<file path="config.mk">
export PLATFORM = sky130hd
export DESIGN_NAME = calendar_day_number_converter
export DESIGN_NICKNAME = d
export VERILOG_FILES = /design/src/rtl/cdn_pkg.sv /design/src/rtl/calendar_day_number_converter.sv
export SDC_FILE = /design/constraint.sdc
export NUM_CORES = 1
export LEC_CHECK = 0
export BUFFER_PORTS_ARGS = -buffer_cell sky130_fd_sc_hd__buf_4
export CAP_MARGIN = 10
export CELL_PAD_IN_SITES_DETAIL_PLACEMENT = 1
export CELL_PAD_IN_SITES_GLOBAL_PLACEMENT = 1
export CORE_ASPECT_RATIO = 0.8
export CORE_MARGIN = 5
export CORE_UTILIZATION = 48
export CTS_CLUSTER_SIZE = 40
export DETAILED_ROUTE_END_ITERATION = 16
export HOLD_SLACK_MARGIN = 0.15
export PLACE_DENSITY_LB_ADDON = 0.12
export SLEW_MARGIN = 15
export SYNTH_ARGS = -nofsm -noshare
export SYNTH_HDL_FRONTEND = slang
export SYNTH_SLANG_ARGS = --single-unit
</file>
<file path="constraint.sdc">
create_clock -name clk -period 14.3 [get_ports clk]
set_input_delay 2.86 -clock clk [delete_from_list [all_inputs] [get_ports clk]]
set_output_delay 2.86 -clock clk [all_outputs]
set_load 0.01 [all_outputs]
</file>
<file path="src/rtl/cdn_pkg.sv">
// cdn_pkg: constants and calendar tables for the day number converter
// no dependencies; imported by calendar_day_number_converter

package cdn_pkg;

  localparam int unsigned FIRST_YEAR     = 1901;
  localparam int unsigned LAST_YEAR      = 2099;
  localparam int unsigned DAYS_PER_YEAR  = 365;
  localparam int unsigned DAYS_PER_CYCLE = 1461;
  localparam int unsigned LEAP_EVERY     = 4;
  localparam int unsigned NUM_CYCLES     = 50;

  localparam logic signed [16:0] FIRST_DAYNUM = -17'sd25202;
  localparam logic signed [16:0] LAST_DAYNUM  = 17'sd47481;

  localparam logic [3:0] MONTH_JAN = 4'd1;
  localparam logic [3:0] MONTH_FEB = 4'd2;
  localparam logic [3:0] MONTH_DEC = 4'd12;

  localparam logic CMD_DATE_TO_NUM = 1'b0;
  localparam logic CMD_NUM_TO_DATE = 1'b1;

  // length of a month in a common year
  function automatic logic [4:0] month_len(input logic [3:0] month);
    logic [4:0] len;
    unique case (month)
      4'd2:                   len = 5'd28;
      4'd4, 4'd6, 4'd9, 4'd11: len = 5'd30;
      default:                len = 5'd31;
    endcase
    return len;
  endfunction

  // days in a common year before the first of the month
  function automatic logic [8:0] days_before(input logic [3:0] month);
    logic [8:0] d;
    unique case (month)
      4'd2:    d = 9'd31;
      4'd3:    d = 9'd59;
      4'd4:    d = 9'd90;
      4'd5:    d = 9'd120;
      4'd6:    d = 9'd151;
      4'd7:    d = 9'd181;
      4'd8:    d = 9'd212;
      4'd9:    d = 9'd243;
      4'd10:   d = 9'd273;
      4'd11:   d = 9'd304;
      4'd12:   d = 9'd334;
      default: d = 9'd0;
    endcase
    return d;
  endfunction

  // first day of a four-year cycle, counted from 1901-01-01
  function automatic logic [16:0] cycle_start(input int unsigned cycle);
    return 17'(cycle * DAYS_PER_CYCLE);
  endfunction

endpackage

</file>
<file path="src/rtl/calendar_day_number_converter.sv">
// calendar_day_number_converter: date <-> day number since 1970-01-01
// depends on cdn_pkg (tables and constants)
//
//  channel  dir  tdata (low bit up)                                     tuser
//  s_axis   in   in_year[11:0] in_month[15:12] in_day[20:16]            cmd
//                in_day_number[37:21] zero[39:38]
//  m_axis   out  out_day_number[16:0] out_year[28:17] out_month[32:29]  range_error
//                out_day[37:33] zero[39:38]
//
// one beat per cycle sustained while m_axis_tready stays high
// input to output passes an input register, the conversion logic and an output register
// the stages advance together whenever the output register is empty or taken
// a stall on m_axis holds both stages and drops s_axis_tready once both are full
// rst clears the valid flags only

module calendar_day_number_converter
  import cdn_pkg::*;
(
  input  logic        clk,
  input  logic        rst,
  input  logic        s_axis_tvalid,
  output logic        s_axis_tready,
  input  logic [39:0] s_axis_tdata,   // in_year, in_month, in_day, in_day_number, pad
  input  logic        s_axis_tuser,   // cmd
  output logic        m_axis_tvalid,
  input  logic        m_axis_tready,
  output logic [39:0] m_axis_tdata,   // out_day_number, out_year, out_month, out_day, pad
  output logic        m_axis_tuser    // range_error
);

  // input register
  logic               in_valid;
  logic               cmd;
  logic [11:0]        in_year;
  logic [3:0]         in_month;
  logic [4:0]         in_day;
  logic signed [16:0] in_day_number;

  // result register
  logic               out_valid;
  logic [16:0]        out_day_number;
  logic [11:0]        out_year;
  logic [3:0]         out_month;
  logic [4:0]         out_day;
  logic               range_error;

  logic               advance;

  // date to day number
  logic               leap;
  logic [4:0]         mlen;
  logic               date_ok;
  logic [7:0]         yoff;
  logic [16:0]        date_days;

  // day number to date
  logic               dn_ok;
  logic [16:0]        n;
  logic [5:0]         q;
  logic [16:0]        base;
  logic [10:0]        r;
  logic [1:0]         yr;
  logic [10:0]        yr_days;
  logic [8:0]         ry;
  logic               leap_nd;
  logic [3:0]         m;
  logic [8:0]         mbase;
  logic [8:0]         mstart;

  logic [16:0]        out_day_number_next;
  logic [11:0]        out_year_next;
  logic [3:0]         out_month_next;
  logic [4:0]         out_day_next;
  logic               range_error_next;

  assign advance       = !out_valid || m_axis_tready;
  assign s_axis_tready = !in_valid || advance;

  always_comb begin
    leap    = (in_year[1:0] == 2'b00);
    mlen    = month_len(in_month) + 5'((in_month == MONTH_FEB) && leap);
    date_ok = (in_year >= 12'(FIRST_YEAR)) && (in_year <= 12'(LAST_YEAR))
           && (in_month >= MONTH_JAN) && (in_month <= MONTH_DEC)
           && (in_day != 5'd0) && (in_day <= mlen);
    yoff      = 8'(in_year - 12'(FIRST_YEAR));
    date_days = 17'(17'(yoff) * 17'(DAYS_PER_YEAR))
              + 17'(yoff >> 2)
              + 17'(days_before(in_month))
              + 17'(leap && (in_month > MONTH_FEB))
              + 17'(in_day) - 17'd1;
  end

  always_comb begin
    dn_ok = (in_day_number >= FIRST_DAYNUM) && (in_day_number <= LAST_DAYNUM);
    n     = 17'(in_day_number - FIRST_DAYNUM);
    q     = 6'd0;
    base  = 17'd0;
    for (int unsigned i = 1; i < NUM_CYCLES; i++) begin
      if (n >= cycle_start(i)) begin
        q    = 6'(i);
        base = cycle_start(i);
      end
    end
    r = 11'(n - base);
    if (r >= 11'(3 * DAYS_PER_YEAR)) begin
      yr      = 2'd3;
      yr_days = 11'(3 * DAYS_PER_YEAR);
    end else if (r >= 11'(2 * DAYS_PER_YEAR)) begin
      yr      = 2'd2;
      yr_days = 11'(2 * DAYS_PER_YEAR);
    end else if (r >= 11'(DAYS_PER_YEAR)) begin
      yr      = 2'd1;
      yr_days = 11'(DAYS_PER_YEAR);
    end else begin
      yr      = 2'd0;
      yr_days = 11'd0;
    end
    ry      = 9'(r - yr_days);
    leap_nd = (yr == 2'd3);
    m       = MONTH_JAN;
    mbase   = 9'd0;
    for (int unsigned i = 2; i <= 12; i++) begin
      mstart = days_before(4'(i)) + 9'(leap_nd && (i > 2));
      if (ry >= mstart) begin
        m     = 4'(i);
        mbase = mstart;
      end
    end
  end

  always_comb begin
    out_day_number_next = 17'd0;
    out_year_next       = 12'd0;
    out_month_next      = 4'd0;
    out_day_next        = 5'd0;
    range_error_next    = 1'b0;
    if (cmd == CMD_DATE_TO_NUM) begin
      if (date_ok) begin
        out_day_number_next = 17'(date_days + 17'(FIRST_DAYNUM));
      end else begin
        range_error_next = 1'b1;
      end
    end else begin
      if (dn_ok) begin
        out_year_next  = 12'(FIRST_YEAR) + 12'({q, 2'b00}) + 12'(yr);
        out_month_next = m;
        out_day_next   = 5'(ry - mbase + 9'd1);
      end else begin
        range_error_next = 1'b1;
      end
    end
  end

  always_ff @(posedge clk) begin
    if (rst) begin
      in_valid  <= 1'b0;
      out_valid <= 1'b0;
    end else begin
      if (s_axis_tready) begin
        in_valid <= s_axis_tvalid;
      end
      if (advance) begin
        out_valid <= in_valid;
      end
    end
    if (s_axis_tvalid && s_axis_tready) begin
      cmd           <= s_axis_tuser;
      in_year       <= s_axis_tdata[11:0];
      in_month      <= s_axis_tdata[15:12];
      in_day        <= s_axis_tdata[20:16];
      in_day_number <= $signed(s_axis_tdata[37:21]);
    end
    if (advance && in_valid) begin
      out_day_number <= out_day_number_next;
      out_year       <= out_year_next;
      out_month      <= out_month_next;
      out_day        <= out_day_next;
      range_error    <= range_error_next;
    end
  end

  assign m_axis_tvalid = out_valid;
  assign m_axis_tdata  = {2'b00, out_day, out_month, out_year, out_day_number};
  assign m_axis_tuser  = range_error;

`ifndef NO_ASSERTIONS
  a_error_zero: assert property (@(posedge clk) disable iff (rst)
    out_valid && range_error |->
      out_day_number == 17'd0 && out_year == 12'd0 && out_month == 4'd0 && out_day == 5'd0)
    else $error("error result with nonzero fields");

  a_date_sane: assert property (@(posedge clk) disable iff (rst)
    out_valid && !range_error && out_month != 4'd0 |->
      out_month <= MONTH_DEC && out_day != 5'd0 && out_year >= 12'(FIRST_YEAR)
      && out_day_number == 17'd0)
    else $error("decoded date out of range");

  a_accept_loads: assert property (@(posedge clk) disable iff (rst)
    s_axis_tvalid && s_axis_tready |=> in_valid)
    else $error("accepted beat not held in input register");

  a_hold_input: assert property (@(posedge clk) disable iff (rst)
    in_valid && !advance |=> in_valid && $stable(in_day_number) && $stable(cmd))
    else $error("input register changed while stalled");
`endif

endmodule
</file>
### After elaboration in Yosys (flattened, before gate mapping)

Memory sizes are Yosys's and may differ from the RTL's. A register that Yosys moved wholly into a read port is not among the register bits.
Index checks and enable logic that the tools add are counted.

| word-level totals | value |
|---|---|
| memory bits (writable) | 0 |
| logic and storage cells | 271 |
| bits of input ports | 45 |
| register bits | 80 |
| memories kept | 1 |
| bits in latches | 0 |
| ROM bits | 144 |
| output and inout port bits | 43 |

Memories:

| name | depth | bits a word | rd ports | clocked after Yosys merged registers in | write ports | line | RTL |
|---|---|---|---|---|---|---|---|
| (name not given) | 16 | 9 | 1 | 1 | 0 | cdn_pkg.sv:37 | `unique case (month)` |

| operators by class | value |
|---|---|
| divide/modulo/power cells | 0 |
| reduce and logical (&&, ||, !) cells | 20 |
| shifts and indexed selects | 0 |
| bitwise logic cells | 3 |
| multipliers | 1 |
| add/sub/neg operators | 25 |
| $lt $le $gt $ge | 71 |
| equality and inequality tests | 6 |
| multiplexer cells | 131 |

Operators by type and width:

| operator | count |
|---|---|
| two-way mux 11 bit | 49 |
| greater-or-equal comparator 17 x 16 -> 1 bit, second input constant | 23 |
| two-way mux 6 bit | 45 |
| greater-or-equal comparator 17 x 15 -> 1 bit, second input constant | 11 |
| greater-or-equal comparator 17 x 14 -> 1 bit, second input constant | 6 |
| greater-or-equal comparator 17 bit, second input constant | 5 |
| greater-or-equal comparator 9 bit | 7 |
| two-way mux 5 bit | 11 |
| greater-or-equal comparator 17 x 13 -> 1 bit, second input constant | 3 |
| two-way mux 4 bit | 11 |
| adder 8 x 1 -> 9 bit, first input constant | 4 |
| adder 9 x 1 -> 9 bit, first input constant | 3 |
| two-way mux 9 bit | 3 |
| greater-or-equal comparator 9 x 8 -> 1 bit | 2 |
| adder 17 x 1 -> 17 bit | 1 |
| adder 17 bit, second input constant | 1 |
| adder 17 x 5 -> 17 bit | 1 |
| adder 17 x 6 -> 17 bit | 1 |
| adder 17 x 9 -> 17 bit | 1 |
| greater-or-equal comparator 17 x 11 -> 1 bit, second input constant | 1 |
| greater-or-equal comparator 17 x 12 -> 1 bit, second input constant | 1 |
| <= comparator 17 bit, second input constant | 1 |
| multiplier 8 x 9 -> 17 bit, second input constant | 1 |
| subtractor 17 x 1 -> 17 bit, second input constant | 1 |
| other kinds (40) | 64 |

### Depth between registers and ports, before layout

| depth | value |
|---|---|
| depth after elaboration | 71 |
| depth in mapped cells | 57 |
| mapped depth without buffers | 52 |

### Worst setup path after synthesis

OpenSTA, ideal clock, no wires.

| path | value |
|---|---|
| kind | reg2reg |
| from | register in_day_number[1] |
| to | register out_day[4], data pin |
| stages on the path, launching flop included | 54 |
| setup time | 147 ps |
| period minus slack after synthesis | 10367 ps |
| arrival time | 10220 ps |
| path buffers | 4 |
| slack | 3933 ps |
| data required time | 14153 ps |
| cell sequence | edfxtp_1 -> clkbuf_1 -> clkbuf_1 -> inv_1 -> ha_1 -> clkbuf_1 -> nor2b_1 -> nand2_1 -> or4b_1 -> o221ai_1 -> a21oi_1 -> a21boi_0 -> o21ai_0 -> a21oi_1 -> o21a_1 -> o21ai_0 -> a21boi_0 -> o21ai_0 -> (+18 left out) -> a21o_1 -> a21o_1 -> a21o_1 -> a21oi_1 -> xor2_1 -> xor2_1 -> or4b_1 -> a31oi_1 -> a21oi_1 -> ha_1 -> inv_1 -> ha_1 -> a21o_1 -> a21oi_1 -> xnor2_1 -> xnor2_1 -> or3_1 -> a21oi_1 |

| on the way | value |
|---|---|
| word-level cells in the longest chain between the ends | 71 |
| elaborated cells between the ends (all ways) | 149 |
| classes of those cells | 15 x add/sub; 65 x order compare; 1 x eq/ne; 66 x mux; 2 x reduce/logical |

RTL lines:

| element | line | RTL |
|---|---|---|
| start: declaration | calendar_day_number_converter.sv:37 | `logic signed [16:0] in_day_number;` |
| start signal: assignment | calendar_day_number_converter.sv:171 | `in_day_number <= $signed(s_axis_tdata[37:21]);` |
| subtractor 17 x 16 -> 17 bit | calendar_day_number_converter.sv:95 | `n = 17'(in_day_number - FIRST_DAYNUM);` |
| greater-or-equal comparator 17 x 11 -> 1 bit | calendar_day_number_converter.sv:99 | `if (n >= cycle_start(i)) begin` |
| two-way mux 11 bit (49 in a row) | calendar_day_number_converter.sv:99 |  |
| subtractor 11 bit | calendar_day_number_converter.sv:104 | `r = 11'(n - base);` |
| greater-or-equal comparator 11 x 9 -> 1 bit | calendar_day_number_converter.sv:111 | `end else if (r >= 11'(DAYS_PER_YEAR)) begin` |
| two-way mux 9 bit or two-way mux 1 bit (tied branches) | calendar_day_number_converter.sv:111 |  |
| two-way mux 9 bit or two-way mux 2 bit (tied branches) | calendar_day_number_converter.sv:108 | `end else if (r >= 11'(2 * DAYS_PER_YEAR)) begin` |
| two-way mux 9 bit or two-way mux 2 bit (tied branches) | calendar_day_number_converter.sv:105 | `if (r >= 11'(3 * DAYS_PER_YEAR)) begin` |
| subtractor 9 bit or == test 2 bit (tied branches) | calendar_day_number_converter.sv:118, calendar_day_number_converter.sv:119 |  |
| greater-or-equal comparator 9 x 5 -> 1 bit or adder 6 x 1 -> 7 bit (tied branches) | calendar_day_number_converter.sv:124, calendar_day_number_converter.sv:123 |  |
| two-way mux 5 bit or greater-or-equal comparator 9 x 7 -> 1 bit (tied branches) | calendar_day_number_converter.sv:124 | `if (ry >= mstart) begin` |
| two-way mux 5 bit (10 in a row) | calendar_day_number_converter.sv:124 |  |
| subtractor 5 bit | calendar_day_number_converter.sv:147 | `out_day_next = 5'(ry - mbase + 9'd1);` |
| adder 5 x 1 -> 5 bit | calendar_day_number_converter.sv:147 |  |
| end signal: assignment | calendar_day_number_converter.sv:177 | `out_day <= out_day_next;` |
| end: declaration | calendar_day_number_converter.sv:44 | `logic [4:0] out_day;` |

Parallel ways exist; a longest one is shown, timed or not.
A chain may end at the register's enable or synchronous reset.

### Final worst setup path

| path | value |
|---|---|
| from | register in_day_number[2] |
| to | register out_day[4], data pin |

The elaborated chain is that of the path after synthesis.

==> metrics.cfg <==
[route]
vias_per_cell = 6.62
post_drt_wl_per_cell_um = 25.6
vias = 12900
ant_nets = 0
drt_iter0_drc = 1547
drt_first_pass_iters = 5
routed_wl_um = 50100
drc = 0

[global_routing]
grt_pass1_vias = 13400
grt_pass1_wl_um = 77300
grt_overflow_total = 0
grt_max_degree = 40
grtUsageTotal_pct = 33.4
antenna_found_initial = 0

[yosys]
synth_compound_area_share_pct = 29.1
synth.area.mux_share_pct = 0.763
synthArstFlopShare_pct = 0
synth_edf_count = 78
synth_seq_cells = 89
synthXorXnorAreaFrac_pct = 4.40
yosys.area_share.simple_pct = 20.0
yosysSeqAreaShare_pct = 20.3
ys.flop_type = edfxtp_1
synthAdderAreaFrac_pct = 18.3
syn_avg_cell_area_um2 = 8.21
synth_top_family_by_area = compound AO/OA/AOI/OAI gates
syn-cell-area_um2 = 12600
yosysUniqueCellTypes = 114
netlist_instances = 1538
ys_warn_count = 0

[sta]
rsz0062_at_grt = false
setup_viol = 0
setup_slack_ns = 1.44
hold_viol = 0
clock_skew_ns = 0.0160
tns_ns = 0
finalCriticalPeriod_ns = 12.86
relSlewSlack_pct = 21.1
worst_pin_slew_ns = 1.17
finalCritPeriodShare_pct = 89.9
fmax_mhz = 77.8
slew_violations = 0

[clock_tree]
clockRootBuffer = clkbuf_16
clockBufferDepth = 2
hold_buffers = 0
cts_tree = built
numCtsBuffers = 9
cts_resized = 0
cts_setup_buffers = 0
clock-sinks = 89
htreeDepth = 3
clk_transition_reported_paths_ns = 0.08
clk_latency_ns = 0.36

[power]
p_clk_share_pct = 6.9
irDropWorstVdd_uv = 302
powerDensity_nw_per_um2 = 253
p_int_mw = 1.64
p_switching_mw = 1.87
p_leak_nw = 5.72
switching_share_pct = 53.3
combPwrFrac_pct = 82.9
pwr-share-seq_pct = 10.2

[worst_setup_path]
crit_fanout = 19
worstPathArrival_ns = 13.05
slowest_delay_ns = 0.73
end_kind = flip-flop
crit_type = reg -> reg
cp_common_cell = a21oi_1
cpMaxStageDelayCell = edfxtp_1
start_kind = flip-flop
required_ns = 14.49

[cells_and_area]
area_growth_pct = 9.99
fillers = 3211
layout-drive-gt1-share_pct = 13.4
post-route-util_pct = 53.1
layout_commonest_cell = inv_1
nets = 1797
final_cell_mix = inv_1, a21oi_1, o21ai_0, ha_1, buf_4
n_antenna_cell = 0

[hold_path]
hold_path.class = reg -> reg

[placed_design]
post-dp-hpwl_um = 39700
port_buffers = 83
post-place-ws_ns = 1.77
gp_congestion = 1.04

[floorplanning]
placementRows = 53
ios = 88
start_util_pct = 48.3
fp.dieH_um = 155
coreArea_um2 = 26100
dieArea_um2 = 29700
chipWidth_um = 191

[status]
status = completed

[run]
maxCapViolations = 0

==> worst max-delay path, delay by kind of cell, from the launching register on <==
family,cells,cell delay (ns)
AO/OA/AOI/OAI,28,5.98
AND/OR/NAND/NOR,9,2.35
adder cells (fa/ha/maj),5,1.45
XOR/XNOR,5,1.11
buffers and inverters,5,1.04
flip-flops,1,0.73
==> cell usage after synthesis, types with 14 or more instances <==
cell        n  area [um^2]
a21oi_1   127          636
inv_1     139          522
nor4_1     17          106
nand3_1    38          190
fa_1       42          841
o21a_1     20          150
nand2_1   100          375
xor2_1     16          140
nor2b_1    29          181
o211ai_1   15          113
o21ai_0   122          611
buf_2      34          170
and3_1     17          106
or3_1      14         87.6
a21o_1     38          285
a31oi_1    28          175
edfxtp_1   78         2340
and2_1     14         87.6
ha_1      117         1460
clkbuf_1   22         82.6
a21boi_0   15          113
xnor2_1    40          350
nand4_1    19          119
nor3_1     39          195
a211oi_1   14          105
nor2_1    108          405
==> cell type report <==
type	count	area, um^2	share of cell area [%]
multi-input cells	1235	9170	66.1
repair buffers	114	868	6.25
clock buffers	9	225	1.62
flip-flops and latches	89	2560	18.5
clock inverters	7	67.6	0.487
well taps	357	447	3.22
inverters	144	541	3.89
==> through the flow <==
step | total power [mW] | cell area [um^2] | hold WS, ns | cells
after floorplan | 2.40 | 12600 | 0.478 | 1539
final | 3.51 | 13900 | 0.570 | 1955
after detailed placement | 3.21 | 13600 | 0.569 | 1938
after CTS | 3.49 | 13900 | 0.569 | 1954
after global placement | 3.00 | 13600 | 0.511 | 1938
after global routing | 3.84 | 13900 | 0.604 | 1955
==> path summary, 6_finish.rpt <==
path / startpoint / end / slack [ns] / cells after the start
max: in_day_number[2] / out_day[4] / 1.44 / 52
min: in_valid / m_axis_tvalid / 0.57 / 2
max reg2reg: in_day_number[2] / out_day[4] / 1.44 / 52
min reg2reg: in_valid / m_axis_tvalid / 0.57 / 2
==> metal layers <==
metal | global-route usage [%] | share of wire [%] | vias to the layer above
met5 | 0 | 0 | -
met4 | 7.28 | 2.2 | 0
met3 | 10.1 | 9.8 | 82
met2 | 52.5 | 44 | 590
met1 | 45.7 | 44 | 6470
li1 | - | - | 5799
==> power by group through the flow <==
stage / clock (mW) / sequential (mW) / combinational (mW)
CTS: 0.247 / 0.360 / 2.88
global route: 0.258 / 0.363 / 3.21
detailed placement: 0 / 0.365 / 2.84
finish: 0.241 / 0.360 / 2.91
global placement: 0 / 0.364 / 2.64
floorplan: 0 / 0.364 / 2.03
==> cells by family (layout without fill, tap and decap cells) <==
family / Yosys count / count (layout)
AO/OA/AOI/OAI: 532 / 532
XOR/XNOR: 60 / 60
adder cells (fa/ha/maj): 159 / 159
buffers and inverters: 215 / 274
flip-flops: 89 / 89
multiplexers: 8 / 8
other: 1 / 2
AND/OR/NAND/NOR: 474 / 474
Note: power is estimated with default switching activity, not from simulation.
